File: config.mk
export PLATFORM = sky130hd
export DESIGN_NAME = fgs_div
export DESIGN_NICKNAME = d
export VERILOG_FILES = /design/src/hdl/fgs_pkg.sv /design/src/hdl/fgs_div.sv
export SDC_FILE = /design/constraint.sdc
export NUM_CORES = 2
export LEC_CHECK = 0
export ABC_AREA = 1
export ABC_CLOCK_PERIOD_IN_PS = 23500
export BUFFER_PORTS_ARGS = -buffer_cell sky130_fd_sc_hd__buf_2
export CAP_MARGIN = 5
export CORE_UTILIZATION = 39
export CTS_CLUSTER_DIAMETER = 50
export DETAILED_ROUTE_END_ITERATION = 16
export PLACE_DENSITY = 0.54
export SYNTH_ARGS = -nofsm -noshare
export SYNTH_HDL_FRONTEND = slang
export SYNTH_SLANG_ARGS = --single-unit
File: constraint.sdc
create_clock -name i_clk -period 23.5 [get_ports i_clk]
set_clock_uncertainty 0.15 [all_clocks]
set_input_delay 7.05 -clock i_clk [delete_from_list [all_inputs] [get_ports i_clk]]
set_output_delay 7.05 -clock i_clk [all_outputs]
set_load 0.02 [all_outputs]
File: src/hdl/fgs_pkg.sv
// Package with shared types, rule tables and constants of the fuzzy gain scheduler.
`default_nettype none
package fgs_pkg;

    localparam int ErrW  = 12;
    localparam int ChgW  = 11;
    localparam int GainW = 22;
    localparam int QuoW  = 21;
    localparam int DenW  = 28;
    localparam int MagW  = 25;

    localparam logic [16:0] W_ONE = 17'd65536;
    localparam logic [9:0]  P_UNIT = 10'd1000;

    typedef struct packed {
        logic [2:0] seg;
        logic [7:0] delta;
    } t_fz;

    localparam logic signed [11:0] E_PEAK [0:6] = '{
        -12'sd400, -12'sd200, -12'sd60, 12'sd0, 12'sd60, 12'sd200, 12'sd400
    };
    localparam logic signed [11:0] C_PEAK [0:4] = '{
        -12'sd8, -12'sd3, 12'sd0, 12'sd3, 12'sd8
    };

    // Output labels: 0 NB, 1 NM, 2 NS, 3 ZO, 4 PS, 5 PM, 6 PB.
    localparam logic [2:0] TAB_P [0:6][0:4] = '{
        '{3'd5, 3'd4, 3'd2, 3'd1, 3'd0},
        '{3'd4, 3'd3, 3'd2, 3'd1, 3'd0},
        '{3'd6, 3'd4, 3'd3, 3'd2, 3'd0},
        '{3'd6, 3'd3, 3'd3, 3'd3, 3'd0},
        '{3'd6, 3'd4, 3'd3, 3'd2, 3'd0},
        '{3'd4, 3'd3, 3'd2, 3'd1, 3'd0},
        '{3'd5, 3'd4, 3'd2, 3'd1, 3'd0}
    };
    localparam logic [2:0] TAB_D [0:6][0:4] = '{
        '{3'd5, 3'd6, 3'd3, 3'd3, 3'd2},
        '{3'd4, 3'd5, 3'd3, 3'd6, 3'd6},
        '{3'd3, 3'd4, 3'd3, 3'd3, 3'd2},
        '{3'd2, 3'd3, 3'd3, 3'd3, 3'd2},
        '{3'd2, 3'd3, 3'd3, 3'd4, 3'd3},
        '{3'd6, 3'd6, 3'd3, 3'd5, 3'd4},
        '{3'd2, 3'd3, 3'd3, 3'd6, 3'd5}
    };
    localparam logic signed [5:0] SING_P [0:7] = '{
        -6'sd15, -6'sd7, -6'sd5, 6'sd0, 6'sd1, 6'sd5, 6'sd10, 6'sd0
    };
    localparam logic signed [5:0] SING_D [0:7] = '{
        -6'sd8, -6'sd8, -6'sd9, 6'sd0, 6'sd1, 6'sd7, 6'sd20, 6'sd0
    };

    // Segment and distance to its upper peak, after clamping to the outer peaks.
    function automatic t_fz fuzz_e(input logic signed [11:0] x);
        logic signed [11:0] xs;
        logic signed [11:0] diff;
        t_fz f;
        xs = x;
        if (xs < E_PEAK[0]) xs = E_PEAK[0];
        if (xs > E_PEAK[6]) xs = E_PEAK[6];
        f.seg = 3'd6;
        for (int k = 5; k >= 1; k--) begin
            if (xs <= E_PEAK[k]) f.seg = 3'(k);
        end
        diff = E_PEAK[f.seg] - xs;
        f.delta = diff[7:0];
        return f;
    endfunction

    function automatic t_fz fuzz_c(input logic signed [11:0] x);
        logic signed [11:0] xs;
        logic signed [11:0] diff;
        t_fz f;
        xs = x;
        if (xs < C_PEAK[0]) xs = C_PEAK[0];
        if (xs > C_PEAK[4]) xs = C_PEAK[4];
        f.seg = 3'd4;
        for (int k = 3; k >= 1; k--) begin
            if (xs <= C_PEAK[k]) f.seg = 3'(k);
        end
        diff = C_PEAK[f.seg] - xs;
        f.delta = diff[7:0];
        return f;
    endfunction

    function automatic logic [7:0] e_width(input logic [2:0] seg);
        logic [7:0] w;
        unique case (seg)
            3'd1, 3'd6: w = 8'd200;
            3'd2, 3'd5: w = 8'd140;
            default:    w = 8'd60;
        endcase
        return w;
    endfunction

    function automatic logic [7:0] c_width(input logic [2:0] seg);
        logic [7:0] w;
        unique case (seg)
            3'd1, 3'd4: w = 8'd5;
            default:    w = 8'd3;
        endcase
        return w;
    endfunction

    // floor(2^48 / width) for each segment width.
    function automatic logic [46:0] e_recip(input logic [2:0] seg);
        logic [46:0] k;
        unique case (seg)
            3'd1, 3'd6: k = 47'd1407374883553;
            3'd2, 3'd5: k = 47'd2010535547933;
            default:    k = 47'd4691249611844;
        endcase
        return k;
    endfunction

    function automatic logic [46:0] c_recip(input logic [2:0] seg);
        logic [46:0] k;
        unique case (seg)
            3'd1, 3'd4: k = 47'd56294995342131;
            default:    k = 47'd93824992236885;
        endcase
        return k;
    endfunction

endpackage
`default_nettype wire

File: src/hdl/fgs_div.sv
// Pipelined restoring divider producing the signed gain, three quotient bits per stage.
`default_nettype none
module fgs_div (
    input  wire                          i_clk,
    input  wire  [6:0]                   i_en,
    input  wire  [fgs_pkg::MagW-1:0]     i_mag,
    input  wire  [fgs_pkg::DenW-1:0]     i_den,
    input  wire                          i_neg,
    output logic [fgs_pkg::GainW-1:0]    o_gain
);

    logic [fgs_pkg::DenW-1:0]  r_rem [0:5];
    logic [fgs_pkg::QuoW-1:0]  r_quo [0:5];
    logic [fgs_pkg::MagW-1:0]  r_mag [0:5];
    logic [fgs_pkg::DenW-1:0]  r_den [0:5];
    logic                      r_neg [0:5];
    logic [fgs_pkg::GainW-1:0] r_gain;

    for (genvar j = 0; j < 7; j++) begin : g_st
        logic [fgs_pkg::DenW-1:0] rem_in;
        logic [fgs_pkg::QuoW-1:0] quo_in;
        logic [fgs_pkg::MagW-1:0] mag_in;
        logic [fgs_pkg::DenW-1:0] den_in;
        logic                     neg_in;
        logic [fgs_pkg::DenW-1:0] n_rem;
        logic [fgs_pkg::QuoW-1:0] n_quo;

        if (j == 0) begin : g_src0
            // The quotient fits in 21 bits, so the top of the dividend is below the divisor.
            assign rem_in = fgs_pkg::DenW'(i_mag >> 5);
            assign quo_in = '0;
            assign mag_in = i_mag;
            assign den_in = i_den;
            assign neg_in = i_neg;
        end else begin : g_srcn
            assign rem_in = r_rem[j-1];
            assign quo_in = r_quo[j-1];
            assign mag_in = r_mag[j-1];
            assign den_in = r_den[j-1];
            assign neg_in = r_neg[j-1];
        end

        always_comb begin
            logic [40:0] dvd;
            logic [28:0] sh;
            dvd   = {mag_in, 16'd0};
            n_rem = rem_in;
            n_quo = quo_in;
            for (int t = 0; t < 3; t++) begin
                sh = {n_rem, dvd[20 - 3*j - t]};
                if (sh >= {1'b0, den_in}) begin
                    sh = sh - {1'b0, den_in};
                    n_quo[20 - 3*j - t] = 1'b1;
                end
                n_rem = sh[fgs_pkg::DenW-1:0];
            end
        end

        if (j < 6) begin : g_mid
            always_ff @(posedge i_clk) begin
                if (i_en[j]) begin
                    r_rem[j] <= n_rem;
                    r_quo[j] <= n_quo;
                    r_mag[j] <= mag_in;
                    r_den[j] <= den_in;
                    r_neg[j] <= neg_in;
                end
            end
        end else begin : g_last
            always_ff @(posedge i_clk) begin
                if (i_en[j]) begin
                    r_gain <= neg_in ? (fgs_pkg::GainW'(0) - {1'b0, n_quo})
                                     : {1'b0, n_quo};
                end
            end
        end
    end

    assign o_gain = r_gain;

endmodule
`default_nettype wire
==> flow_summary_export.csv <==
group,metric,value,unit
status,status,"finished clean",
cells_and_area,final_util,42.7,%
drt,ant_nets,0,
synth,yosysWarnings,0,
worst_setup_path,critPathTopFamily,"simple AND/OR/NAND/NOR gates",
worst_setup_path,cp_slowest_cell,"nand2_1",
clock_network,clk_pin_slew_worst_paths,0.05,ns
clock_network,post-cts-setup-buffers,0,
timing,hold_viol,0,
placed_design,port_buffers,83,
drt,routed_wl,184000,um
worst_setup_path,critPathBufInv,5,
synth,syn_area,50100,um^2
timing,tns,0,ns
synth,synth_edf_count,429,
timing,setup_viol,0,
cells_and_area,final_common_cell,"nand2_1",
global_route,grt_pass1_wl,278000,um
worst_setup_path,crit_path_end_kind,"flop",
clock_network,cts_hold_buf,0,
global_route,antenna_found_initial,8,
floorplan,pin_count,84,
drt,highest_layer,"met5",
drt,wl_met3,9740,um
synth,synth.lib_cells_used.distinct,61,
cells_and_area,area_growth_syn_to_layout,8.66,%
placed_design,gp_congestion,0.972,
worst_setup_path,max_stage_delay,0.70,ns
clock_network,cts_buffers,68,
synth,avgSynthCellArea,6.93,um^2
cells_and_area,fillers,13400,
cells_and_area,final_nets,7929,
synth,ys.flop_type,"edfxtp_1",
synth,syn-instance-count,7226,
floorplan,core_area,128000,um^2
run,drv_cap,0,
timing,worst_slew_pin_slew,1.20,ns
global_route,grt_pass1_vias,46900,
synth,seq_area_frac_synth,25.7,%
global_route,track_usage,27.7,%
worst_setup_path,startpoint_type,"input pin",
clock_network,clk_latency,0.66,ns
timing,fmax,66.0,MHz
timing,period_share,64.5,%
timing,relSlewSlack,20.0,%
drt,firstDrtPassIters,6,
drt,wl_met1,79700,um
cells_and_area,seqCellArea,12900,um^2
cells_and_area,multi_input_area,33600,um^2
floorplan,die_h,360,um
global_route,grt-ovfl-total,0,
worst_hold_path,worst_hold_path_type,"flop to flop",
clock_network,cts.path.max_buffers,3,
placed_design,dp_hpwl,153000,um
clock_network,numClockSinks,429,
worst_setup_path,cp.required,23.76,ns
floorplan,rows,131,
worst_setup_path,rrSetupSlack,13.17,ns
clock_network,cts_tree,"built",
drt,met2_length,87400,um
drt,wl_per_cell,20.5,um
drt,via_count,49400,
drt,routed_via_density,5.49,
worst_setup_path,crit_fanout,42,
timing,final.min_clock_period,15.15,ns
clock_network,root_buffer,"clkbuf_16",
clock_network,cts_repair_resize_count,0,
floorplan,die_area,130000,um^2
synth,synthArstFlopShare,0,%
cells_and_area,antenna_cells,0,
worst_setup_path,cp_common_cell,"nand2_1",
synth,ys_seq_elements,429,
drt,drt_iter0_markers,4106,
cells_and_area,layout_common_cells,"nand2_1, inv_1, a21oi_1, ha_1, o21ai_0",
timing,slew_viol_final,0,
timing,rsz0062_at_grt,"false",
global_route,grt_max_degree,67,
worst_setup_path,path_class,"input pin to flop",
worst_setup_path,cp.arrival,15.40,ns
floorplan,die_w,360,um
cells_and_area,drive_gt1_share,4.31,%
drt,drc,0,
clock_network,h-tree-depth,3,
floorplan,start_util,39.3,%
synth,syn-num-nets,7871,
-- through the flow --
step / instances / setup slack (ns) / hold slack (ns) / instance area, um^2
floorplan: 7226 / 10.34 / 0.250 / 50100
global placement: 8876 / 7.93 / 0.251 / 52200
detailed placement: 8876 / 7.80 / 0.255 / 52200
CTS: 8995 / 8.50 / 0.262 / 54400
global route: 8995 / 7.43 / 0.272 / 54400
finish: 8995 / 8.35 / 0.258 / 54400
-- kinds of logic after synthesis --
logic type,count (synthesis),synth area share (%)
and+or+nand+nor,3335,27.7
AOI/OAI and AO/OA,1483,16.5
buffers and inverters,934,7.32
adders and majority gates,583,14.7
xor gates and xnor gates,461,8.06
DFF,429,25.7
muxes,1,0.0200
-- final cells by class --
| type | instances | share of cell area, % |
|---|---|---|
| clock inverter | 45 | 0.860 |
| multi-input combinational | 5863 | 61.6 |
| inverter | 813 | 5.62 |
| tap | 1662 | 3.82 |
| clock buffer | 74 | 3.25 |
| timing repair buffer | 109 | 1.14 |
| sequential | 429 | 23.7 |
-- worst paths after layout --
check | from | end | cells after the start
worst max-delay path | i_den[3] | r_rem[0][21] | 42
worst min-delay path | r_quo[1][16] | r_quo[2][16] | 0
worst max register to register | r_den[1][20] | r_rem[2][20] | 35
worst min register to register | r_quo[1][16] | r_quo[2][16] | 0
-- synthesized netlist by cell type, types with 23 or more instances --
master | number | area, um^2
nor4_1 | 66 | 413
o21a_1 | 31 | 233
nand3_1 | 501 | 2510
clkbuf_1 | 51 | 191
edfxtp_1 | 429 | 12900
nor3_1 | 72 | 360
o211ai_1 | 30 | 225
a21oi_1 | 621 | 3110
ha_1 | 572 | 7160
or2_2 | 41 | 257
a21boi_0 | 23 | 173
o21ai_0 | 516 | 2580
nand2_1 | 2043 | 7670
inv_1 | 801 | 3010
nand4_1 | 63 | 394
xor2_1 | 239 | 2090
nor2_1 | 493 | 1850
o21bai_1 | 56 | 420
buf_2 | 45 | 225
a21o_1 | 64 | 480
o21ai_1 | 42 | 210
a31oi_1 | 38 | 238
xnor2_1 | 222 | 1940
-- worst reg2reg max path: cells and delay by family, from the launching register on --
| family | cells | cell delay, ns |
|---|---|---|
| AOI/OAI and AO/OA | 12 | 3.22 |
| adders and majority gates | 3 | 1.22 |
| and+or+nand+nor | 17 | 3.35 |
| DFF | 1 | 0.51 |
| buffers and inverters | 3 | 1.58 |
-- layer usage --
layer  up-vias  global-route usage [%]
met5         -                       0
met4         2                    10.5
met3       286                    2.69
met2      1514                    48.0
met1     22900                    35.4
li1      24700                       -
-- sequential cells by signal, summed over array words and instances (netlist names) --
signal	count
o_gain	22
r_rem	168
r_neg	6
r_quo	63
r_den	168
r_mag	2
Power is left out: the tool's default activity adds up to more than one toggle a clock period on the data nets, which glitch-free logic cannot reach.
